<file path="config.mk">
export PLATFORM = sky130hd
export DESIGN_NAME = mbr_split_stream_encoder
export DESIGN_NICKNAME = d
export VERILOG_FILES = /design/src/mss_pkg.sv /design/src/mss_front.sv /design/src/mss_queue.sv /design/src/mss_back.sv /design/src/mbr_split_stream_encoder.sv
export VERILOG_INCLUDE_DIRS = /design/src /design/src/src
export SDC_FILE = /design/constraint.sdc
export NUM_CORES = 1
export LEC_CHECK = 0
export BUFFER_PORTS_ARGS = -buffer_cell sky130_fd_sc_hd__buf_2
export CAP_MARGIN = 20
export CELL_PAD_IN_SITES_DETAIL_PLACEMENT = 1
export CELL_PAD_IN_SITES_GLOBAL_PLACEMENT = 1
export CORE_UTILIZATION = 30
export CTS_CLUSTER_SIZE = 10
export DETAILED_ROUTE_END_ITERATION = 8
export HOLD_SLACK_MARGIN = 0.12
export PLACE_DENSITY = 0.57
export REMOVE_ABC_BUFFERS = 1
export SLEW_MARGIN = 20
export SYNTH_ARGS = -nofsm -noshare
export SYNTH_HDL_FRONTEND = slang
export SYNTH_SLANG_ARGS = --single-unit
</file>
<file path="constraint.sdc">
create_clock -name clk -period 6.7 [get_ports clk]
set_clock_uncertainty 0.15 [all_clocks]
set_input_delay 0.67 -clock clk [delete_from_list [all_inputs] [get_ports clk]]
set_output_delay 0.67 -clock clk [all_outputs]
set_load 0.005 [all_outputs]
</file>
<file path="src/assert_macros.svh">
// Assertion macros shared by the split stream encoder RTL.
// Included by the modules that carry concurrent assertions.
`ifndef ASSERT_MACROS_SVH
`define ASSERT_MACROS_SVH

// Clocked assertion that is switched off while reset is asserted.
`define MSS_ASSERT(lbl, clk_s, rstn_s, prop) \
	lbl: assert property (@(posedge clk_s) disable iff (!rstn_s) prop) \
		else $error("mss assertion failed");

// Clocked assertion that also holds during reset.
`define MSS_ASSERT_ALWAYS(lbl, clk_s, prop) \
	lbl: assert property (@(posedge clk_s) prop) else $error("mss assertion failed");

`endif

</file>
<file path="src/mss_pkg.sv">
// Shared types, constants and functions for the split stream encoder.
// Used by the front end, the queue and the back end; no dependencies.
package mss_pkg;

	localparam logic [7:0] SYM_MAX_SHORT = 8'd253;
	localparam logic [7:0] SYM_ZERO8     = 8'd254;
	localparam logic [7:0] SYM_ONE8      = 8'd255;
	localparam logic [3:0] LEN_FULL      = 4'd8;
	localparam logic [3:0] LEN_SIDE_FULL = 4'd7;

	typedef struct packed {
		logic [7:0] pbits;
		logic [3:0] plen;
		logic       sbits;
		logic [3:0] slen;
	} code_t;

	typedef struct packed {
		logic       valid;
		logic [7:0] data;
		logic [6:0] pend;
		logic [2:0] cnt;
	} pack_t;

	function automatic code_t classify(input logic [7:0] sym);
		logic [7:0] v;
		logic [2:0] p;
		code_t      c;
		v = sym + 8'd2;
		p = 3'd0;
		for (int i = 1; i < 8; i++) begin
			if (v[i]) begin
				p = 3'(i);
			end
		end
		if (sym <= SYM_MAX_SHORT) begin
			c.plen  = {1'b0, p};
			c.pbits = v & ((8'd1 << p) - 8'd1);
			c.sbits = 1'b1;
			c.slen  = LEN_FULL - {1'b0, p};
		end else begin
			c.plen  = LEN_FULL;
			c.pbits = (sym == SYM_ONE8) ? 8'd1 : 8'd0;
			c.sbits = 1'b0;
			c.slen  = LEN_SIDE_FULL;
		end
		return c;
	endfunction

	function automatic pack_t pack_bits(input logic [6:0] pend, input logic [2:0] cnt,
		input logic [7:0] bits, input logic [3:0] len);
		logic [14:0] acc;
		logic [3:0]  total;
		logic [2:0]  rest;
		pack_t       r;
		acc   = ({8'd0, pend} << len) | {7'd0, bits};
		total = {1'b0, cnt} + len;
		rest  = total[2:0];
		if (total[3]) begin
			r.valid = 1'b1;
			r.data  = 8'(acc >> rest);
			r.pend  = 7'(acc & ((15'd1 << rest) - 15'd1));
			r.cnt   = rest;
		end else begin
			r.valid = 1'b0;
			r.data  = 8'd0;
			r.pend  = acc[6:0];
			r.cnt   = total[2:0];
		end
		return r;
	endfunction

endpackage

</file>
<file path="src/mss_front.sv">
// Front end of the split stream encoder: accepts symbols and classifies them
// into payload and side codes held in one pipeline register. Uses mss_pkg.
module mss_front import mss_pkg::*; (
	input  logic       clk,
	input  logic       arst_n,
	input  logic       in_valid,
	output logic       in_ready,
	input  logic [7:0] symbol,
	output logic       code_valid,
	input  logic       code_ready,
	output code_t      code
);

	logic  valid_s1;
	code_t code_s1;

	assign in_ready   = !valid_s1 || code_ready;
	assign code_valid = valid_s1;
	assign code       = code_s1;

	always_ff @(posedge clk or negedge arst_n) begin
		if (!arst_n) begin
			valid_s1 <= 1'b0;
		end else if (in_ready) begin
			valid_s1 <= in_valid;
		end
	end

	always_ff @(posedge clk) begin
		if (in_valid && in_ready) begin
			code_s1 <= classify(symbol);
		end
	end

endmodule

</file>
<file path="src/mss_queue.sv">
// Two-entry queue of classified codes between the front and back ends.
// Uses mss_pkg types and the assertion macros.
`include "assert_macros.svh"
module mss_queue import mss_pkg::*; (
	input  logic  clk,
	input  logic  arst_n,
	input  logic  push_valid,
	output logic  push_ready,
	input  code_t push_data,
	output logic  pop_valid,
	input  logic  pop_ready,
	output code_t pop_data
);

	code_t      mem_q [2];
	logic       wr_ptr_q;
	logic       rd_ptr_q;
	logic [1:0] cnt_q;
	logic       push;
	logic       pop;

	assign push_ready = (cnt_q != 2'd2);
	assign pop_valid  = (cnt_q != 2'd0);
	assign pop_data   = mem_q[rd_ptr_q];
	assign push       = push_valid && push_ready;
	assign pop        = pop_valid && pop_ready;

	always_ff @(posedge clk or negedge arst_n) begin
		if (!arst_n) begin
			wr_ptr_q <= 1'b0;
			rd_ptr_q <= 1'b0;
			cnt_q    <= 2'd0;
		end else begin
			if (push) begin
				wr_ptr_q <= !wr_ptr_q;
			end
			if (pop) begin
				rd_ptr_q <= !rd_ptr_q;
			end
			cnt_q <= cnt_q + {1'b0, push} - {1'b0, pop};
		end
	end

	always_ff @(posedge clk) begin
		if (push) begin
			mem_q[wr_ptr_q] <= push_data;
		end
	end

	`MSS_ASSERT(a_cnt_bound, clk, arst_n, cnt_q != 2'd3)
	`MSS_ASSERT(a_ptr_track, clk, arst_n, (cnt_q == 2'd1) |-> (wr_ptr_q != rd_ptr_q))
	`MSS_ASSERT_ALWAYS(a_rst_empty, clk, !arst_n |=> (cnt_q == 2'd0))

endmodule

</file>
<file path="src/mss_back.sv">
// Back end of the split stream encoder: packs payload and side codes into
// bytes and holds each result in an output register. Uses mss_pkg and macros.
`include "assert_macros.svh"
module mss_back import mss_pkg::*; (
	input  logic       clk,
	input  logic       arst_n,
	input  logic       code_valid,
	output logic       code_ready,
	input  code_t      code,
	output logic       out_valid,
	input  logic       out_ready,
	output logic       payload_valid,
	output logic [7:0] payload_byte,
	output logic       side_valid,
	output logic [7:0] side_byte
);

	logic [6:0] pay_pend_q;
	logic [2:0] pay_cnt_q;
	logic [6:0] side_pend_q;
	logic [2:0] side_cnt_q;
	logic       out_valid_q;
	logic       pay_valid_q;
	logic [7:0] pay_byte_q;
	logic       side_valid_q;
	logic [7:0] side_byte_q;
	pack_t      pay_next;
	pack_t      side_next;
	logic       pop;

	assign code_ready = !out_valid_q || out_ready;
	assign pop        = code_valid && code_ready;

	assign pay_next  = pack_bits(pay_pend_q, pay_cnt_q, code.pbits, code.plen);
	assign side_next = pack_bits(side_pend_q, side_cnt_q, {7'd0, code.sbits}, code.slen);

	assign out_valid     = out_valid_q;
	assign payload_valid = pay_valid_q;
	assign payload_byte  = pay_byte_q;
	assign side_valid    = side_valid_q;
	assign side_byte     = side_byte_q;

	always_ff @(posedge clk or negedge arst_n) begin
		if (!arst_n) begin
			pay_pend_q  <= 7'd0;
			pay_cnt_q   <= 3'd0;
			side_pend_q <= 7'd0;
			side_cnt_q  <= 3'd0;
			out_valid_q <= 1'b0;
		end else begin
			if (code_ready) begin
				out_valid_q <= code_valid;
			end
			if (pop) begin
				pay_pend_q  <= pay_next.pend;
				pay_cnt_q   <= pay_next.cnt;
				side_pend_q <= side_next.pend;
				side_cnt_q  <= side_next.cnt;
			end
		end
	end

	always_ff @(posedge clk) begin
		if (pop) begin
			pay_valid_q  <= pay_next.valid;
			pay_byte_q   <= pay_next.data;
			side_valid_q <= side_next.valid;
			side_byte_q  <= side_next.data;
		end
	end

	`MSS_ASSERT(a_pop_loads, clk, arst_n, pop |=> out_valid_q)
	`MSS_ASSERT(a_hold_state, clk, arst_n, !pop |=> ($stable(pay_cnt_q) && $stable(side_cnt_q)))
	`MSS_ASSERT(a_idle_zero, clk, arst_n,
		(out_valid_q && !pay_valid_q) |-> (pay_byte_q == 8'd0))

endmodule

</file>
<file path="src/mbr_split_stream_encoder.sv">
// Split stream encoder: each accepted symbol byte yields one result carrying at most one
// finished payload byte and one finished side (length code) byte, both packed MSB first.
// The block takes one item per clock unless out_ready stalls it, a rate set by the bit packer
// of the back end; each result passes through the front pipeline register, the queue and the
// back end output register. Bits still pending at the end of a stream are never flushed.
module mbr_split_stream_encoder import mss_pkg::*; (
	input  logic       clk,
	input  logic       arst_n,
	input  logic       in_valid,
	output logic       in_ready,
	input  logic [7:0] symbol,
	output logic       out_valid,
	input  logic       out_ready,
	output logic       payload_valid,
	output logic [7:0] payload_byte,
	output logic       side_valid,
	output logic [7:0] side_byte
);

	logic  f_valid;
	logic  f_ready;
	code_t f_code;
	logic  q_valid;
	logic  q_ready;
	code_t q_code;

	mss_front u_front (
		.clk        (clk),
		.arst_n     (arst_n),
		.in_valid   (in_valid),
		.in_ready   (in_ready),
		.symbol     (symbol),
		.code_valid (f_valid),
		.code_ready (f_ready),
		.code       (f_code)
	);

	mss_queue u_queue (
		.clk        (clk),
		.arst_n     (arst_n),
		.push_valid (f_valid),
		.push_ready (f_ready),
		.push_data  (f_code),
		.pop_valid  (q_valid),
		.pop_ready  (q_ready),
		.pop_data   (q_code)
	);

	mss_back u_back (
		.clk           (clk),
		.arst_n        (arst_n),
		.code_valid    (q_valid),
		.code_ready    (q_ready),
		.code          (q_code),
		.out_valid     (out_valid),
		.out_ready     (out_ready),
		.payload_valid (payload_valid),
		.payload_byte  (payload_byte),
		.side_valid    (side_valid),
		.side_byte     (side_byte)
	);

endmodule

</file>
Yosys cells after proc, flatten, opt, wreduce, memory -nomap -nowiden
Memories as Yosys holds them, arrays and structs flattened.
Cells that the tools add are included.
- logic and storage cells: 67
- output and inout bits: 20
- input port bits: 12
- memories: 1
- register bits after elaboration: 61
- bits in read-only memories: 0
- RAM bits: 34
- latch bits: 0
- memory list (memory ; words ; bits a word ; read ports ; clocked after Yosys merged registers in ; wr ports ; RTL line ; RTL):
    u_queue.mem_q ; 2 ; 17 ; 1 ; 0 ; 1 ; mss_queue.sv:15 ; code_t mem_q [2];
- $lt $le $gt $ge: 1
- bitwise gates (word level): 5
- multiply operators: 0
- $add $sub $neg: 9
- multiplexer cells: 14
- reduce and logical (&&, ||, !) cells: 10
- shift operators: 7
- equal/unequal tests: 2
- divide/modulo/power cells: 0
- operators by type and width (kind ; number):
    $mux 19 ; 2
    $shl 7x4->15 ; 2
    $shr 15x3->8 ; 2
    $mux 17 ; 1
    $mux 3 ; 5
    $or 15x1->15 ; 1
    $or 15x8->15 ; 1
    $and 7x7->7 ; 2
    $shl 1x3->7 const A ; 2
    $sub 7x1->7 const B ; 2
    $add 3x4->4 ; 2
    $add 8x2->8 const B ; 1
    $and 8x8->8 ; 1
    $eq 8x8->1 const B ; 1
    $le 8x8->1 const B ; 1
    $shl 1x3->8 const A ; 1
    $sub 8x1->8 const B ; 1
    $logic_not 1->1 ; 4
    $mux 1 ; 4
    $mux 2 ; 2
    $sub 4x3->4 const A ; 1
    $logic_and 1x1->1 ; 3
    $add 2x1->2 ; 1
    $logic_or 1x1->1 ; 2
    3 further kinds ; 3

Depth between registers and ports, before layout
- word-level depth: 13
- mapped depth: 16
- gate-level depth less buffers: 13

Modules after synthesis
From an unflattened synthesis, not the netlist that was laid out.
- cells, all modules: 608
- area, all modules: 6261.0 µm²
- by module, submodules not included (module ; area each (µm²) ; sequential area each (µm²) ; instances ; cells an instance):
    mss_back ; 3609.7 ; 1066.0 ; 1 ; 417
    mss_queue ; 1458.9 ; 1121.1 ; 1 ; 75
    mss_front ; 1192.4 ; 535.5 ; 1 ; 116

Worst setup path before layout
OpenSTA, ideal clock, no wires.
- kind: flip-flop to flip-flop
- from: register u_queue.rd_ptr_q
- to: register u_back.side_pend_q[4]
- data required time: 6.467 ns
- path buffers: 3
- clock period less this slack: 3.658 ns
- arrival time: 3.425 ns
- stages on the path, launching flop included: 16
- setup time: 0.083 ns
- setup slack: 3.042 ns
- cells stage by stage: dfrtp_1 > buf_6 > mux2i_4 > clkinv_1 > buf_2 > ha_1 > fa_1 > xor2_1 > clkbuf_1 > nor2_1 > nand2_1 > ha_1 > inv_1 > o32ai_1 > o221ai_1 > o21ai_0
- cells in the longest elaborated chain, start to end: 6
- elaborated cells between the ends (all ways): 8
- those cells by class: add/sub (2); shift (2); mux (1); bitwise (2); memory (1)
- RTL lines (element ; RTL line ; RTL):
    from (decl) ; mss_queue.sv:17 ; logic rd_ptr_q;
    from (signal assigned) ; mss_queue.sv:38 ; rd_ptr_q <= !rd_ptr_q;
    $mem_v2 2x17 * ; n/a ;
    $add 3x4->4 ; mss_pkg.sv:57 ; total = {1'b0, cnt} + len;
    $shl 1x3->7 ; mss_pkg.sv:62 ; r.pend = 7'(acc & ((15'd1 << rest) - 15'd1));
    $sub 7x1->7 ; mss_pkg.sv:62 ;
    $and 7x7->7 ; mss_pkg.sv:62 ;
    $mux 19 * ; mss_pkg.sv:59 ; if (total[3]) begin
    to (signal assigned) ; mss_back.sv:57 ; side_pend_q <= side_next.pend;
    to (decl) ; mss_back.sv:20 ; logic [6:0] side_pend_q;
Mark *: on every way between the ends. The rest lies on a longest branch, timed or not.
A chain may end at the register's enable or synchronous reset.

Final worst setup path
Same ends and word-level chain as after synthesis.

==> impl_summary.txt <==
----------------------------------------------------
[Run status]
  Result of the run ... finished clean

[Placed design]
  RD Place Congestion ... between 0.8 and 0.9
  Cell area reported after detailed placement ... between 0.006 and 0.007 mm²
  Post-detailed-placement half-perimeter wirelength ... 11.5 mm
  Number of buffer cells added on primary ports ... 31

[Flow run]
  Max cap viols ... 0

[Synthesis]
  Number of synthesized flops with an enable pin ... approximately 70
  Share of Yosys cell area claimed by the top area cell type ... between 30% and 40%
  Post-Syn Area ... 0.00586 mm²
  Post-synth ARST share ... 27.4%
  Ys flop type ... sky130_fd_sc_hd__edfxtp_1
  Flop and latch count out of synthesis ... 95
  Count of mapped cells out of synthesis ... 570
  Most numerous cell in the Yosys netlist ... sky130_fd_sc_hd__edfxtp_1
  Cell types occupying the most area after synthesis ... sky130_fd_sc_hd__edfxtp_1 (35%), sky130_fd_sc_hd__dfrtp_1 (11%), sky130_fd_sc_hd__mux2i_1 (5.3%)
  List of most frequent post-synthesis cells ... sky130_fd_sc_hd__edfxtp_1 (69), sky130_fd_sc_hd__nand2_1 (66), sky130_fd_sc_hd__nor2_1 (38)
  Area leader, netlist ... sky130_fd_sc_hd__edfxtp_1
  Number of warnings reported in the yosys synthesis log ... 0
  Netlist cell types ... 63
  Share of synthesized area occupied by flip-flops and latches ... 46.5%
  Avg Synthesized Cell Area ... 10.3 µm²

[Critical path]
  Startpoint Class ... register
  Reg2Reg Setup Slack ... around 1.9 ns
  Worst endpoint data arrival time ... 4.92 ns
  Worst path most repeated cell ... sky130_fd_sc_hd__ha_1
  Required arrival time at the worst endpoint ... 6.82 ns
  Worst-path fanout max ... 28
  Path type of the worst setup path ... reg2reg
  Kind of end point of the critical path ... register
  Critical-path top delay cell ... sky130_fd_sc_hd__xor2_1
  Critical Path Max Stage Delay ... between 0.8 and 0.9 ns
  CP Cell Sequence ... buf_4, mux2i_4, clkinv_1, ha_1, fa_1, xor2_1, nor2_1, nand2_1, ha_1, inv_1, o32ai_1, o221ai_1, o21ai_0
  Worst r2r path cells ... 13
  Reg2reg end ... u_back.side_pend_q[4]$_DFFE_PN0P_
  Reg-to-Reg Start ... u_queue.rd_ptr_q$_DFFE_PN0P_

[GRT]
  Wire length of the first global-routing pass ... 25.5 mm
  Total global routing track utilization ... 16.4%
  Initial antenna violation count ... 0
  Via count of the first global-routing pass ... about 4700
  Sum of overflow across all layers after global routing ... 0
  Largest net degree at the start of global routing ... 36

[Detailed routing]
  Final routed DRC violation total ... 0
  Final wirelength ... 15.8 mm
  Initial DRC Count ... 335
  Routed length per placed instance ... 18.4 µm
  Detailed-router iteration count before antenna repair ... 5
  Via Count ... 4631
  Post-DRT Antenna Nets ... 0
  Vias per cell ... around 5.4

[Layout]
  Multi-input combinational cell area ... between 0.002 and 0.003 mm²
  Diode insertion count for antenna repair ... 0
  FF+latch area ... 0.00272 mm²
  Design area ... 0.00659 mm²
  Number of fillers in the final layout ... around 2200
  Area delta synth->final ... 12.5%
  Layout Nets ... 624
  Fraction of final layout cells with drive strength greater than 1 ... 13.8%

[Timing]
  Worst relative slew slack ... 30.5%
  Share of the clock period used by the worst path after layout ... 71.6%
  Minimum clock period ... 4.80 ns
  Max Fclk ... approximately 210 MHz
  Worst Max-Slew Pin Slew ... between 1 and 1.5 ns
  Worst hold slack ... a little over 0.2 ns
  Hold Vio Cnt, Final ... 0
  Final setup violation count ... 0
  Slew Viols, Final ... 0
  Setup repair after global routing missed its margin ... no
  Setup Total Neg Slack ... 0 ns

[Floorplanning]
  Die Span X ... 142 µm
  Starting density of the core ... between 30 and 40%
  Y dimension of the die ... 142 µm
  Core box area ... 0.0189 mm²
  I/O pin total ... 32
  Placement row count ... 50
  Total die area ... 0.0201 mm²

[Min path]
  Min-Delay Path Class ... in2async

[CTS]
  CTS H-tree depth ... 3
  Clock buffer count from CTS ... 9
  Cell at the root of the clock tree ... sky130_fd_sc_hd__clkbuf_16
  Hold-fix buffer count after cts ... 0
  CTS sink count ... 95
  Post-CTS Setup Bufs ... 0
  Clock tree from TritonCTS ... yes
  Maximum count of clock buffers along a single path ... 2
  Clock network latency to the later pin of the worst-skew pair ... between 0.3 and 0.4 ns
  Number of gates resized after cts ... 0
  CTS clock-pin slew for the worst setup and hold paths ... 0.07 ns

----------------------------------------------------
-- worst max-delay path, delay by kind of cell, from the launching register on --
| kind | cells | cell delay, ns |
|---|---|---|
| buf+inv | 3 | 0.97 |
| mux | 1 | 0.42 |
| xor+xnor | 1 | 0.83 |
| flops | 1 | 0.38 |
| fa+ha+maj | 3 | 1.07 |
| compound gates | 3 | 0.61 |
| simple gates | 2 | 0.29 |
-- state kept, by name (all words and copies together) (netlist names) --
| register | flops |
|---|---|
| u_queue.mem_q | 34 |
| u_front.code | 17 |
| u_back.payload_byte | 8 |
| u_back.side_byte | 8 |
| u_back.pay_pend_q | 7 |
| u_back.side_pend_q | 7 |
| u_back.pay_cnt_q | 3 |
| u_back.side_cnt_q | 3 |
| u_queue.cnt_q | 2 |
| u_back.out_valid | 1 |
| u_back.payload_valid | 1 |
| u_back.side_valid | 1 |
| u_front.code_valid | 1 |
| u_queue.rd_ptr_q | 1 |
| u_queue.wr_ptr_q | 1 |
-- layout by cell type (no fill, tap or decap), drive strengths merged, types with 4 or more instances in the layout --
cell type	count
nor2	38
o31ai	5
clkinv	4
a31oi	9
o32ai	7
nand2	66
nand2b	8
a22oi	8
buf	39
inv	27
a21oi	26
mux2	9
mux4	7
nor2b	4
a32o	4
edfxtp	69
a21o	4
a211oi	10
and3	5
o21ai	34
clkbuf	9
nand3	20
ha	18
dfrtp	26
xnor2	16
mux2i	34
nor3	22
o22ai	9
and2	5
xor2	5
-- through the flow --
step,util (%),setup WS [ns],instances
floorplan,-,2.09,542
global placement,33.3,2.22,841
detailed placement,33.3,2.00,841
CTS,34.8,1.97,856
global route,34.9,1.55,856
finish,34.9,1.90,856
-- cell type report --
class | count | area share (%)
clock buffer | 9 | 3.42
clock inverter | 6 | 1.06
inverter | 29 | 1.73
multi-input combinational | 418 | 44.3
sequential | 95 | 41.3
tap | 260 | 4.94
timing repair buffer | 39 | 3.27
-- metal layers --
| metal | wire [µm] | track usage, % |
|---|---|---|
| met4 | 256 | 5.60 |
| met5 | 0 | 0 |
| met3 | 473 | 2.16 |
| met1 | 7700 | 22.4 |
| met2 | 7330 | 26.8 |
-- kinds of logic (layout without fill, tap and decap cells) --
family	count (synthesis)	after routing	synth area share, %
DFF	95	95	46.5
muxes	50	50	10.9
AOI/OAI and AO/OA	149	149	17.2
xor gates and xnor gates	21	21	3.14
adders and majority gates	20	20	4.53
buffers and inverters	57	83	3.95
and+or+nand+nor	178	178	13.8
-- how the worst max path moves through the flow --
stage	from	cells past startpoint	slack (ns)	endpoint
3_3_place_gp	u_queue.rd_ptr_q$_DFFE_PN0P_	13	2.22	u_back.side_pend_q[4]$_DFFE_PN0P_
6_report	u_queue.rd_ptr_q$_DFFE_PN0P_	13	1.90	u_back.side_pend_q[4]$_DFFE_PN0P_
2_1_floorplan	u_queue.rd_ptr_q$_DFFE_PN0P_	8	2.09	u_back.side_byte[3]$_SDFFCE_PP0P_
3_5_place_dp	u_queue.rd_ptr_q$_DFFE_PN0P_	13	2.00	u_back.side_pend_q[6]$_DFFE_PN0P_
4_1_cts	u_queue.rd_ptr_q$_DFFE_PN0P_	13	1.97	u_back.side_pend_q[4]$_DFFE_PN0P_
5_1_grt	u_queue.rd_ptr_q$_DFFE_PN0P_	13	1.55	u_back.side_pend_q[4]$_DFFE_PN0P_
Power is not shown: default switching activity piles up to over one toggle a cycle in this logic, so the estimate is an artifact.
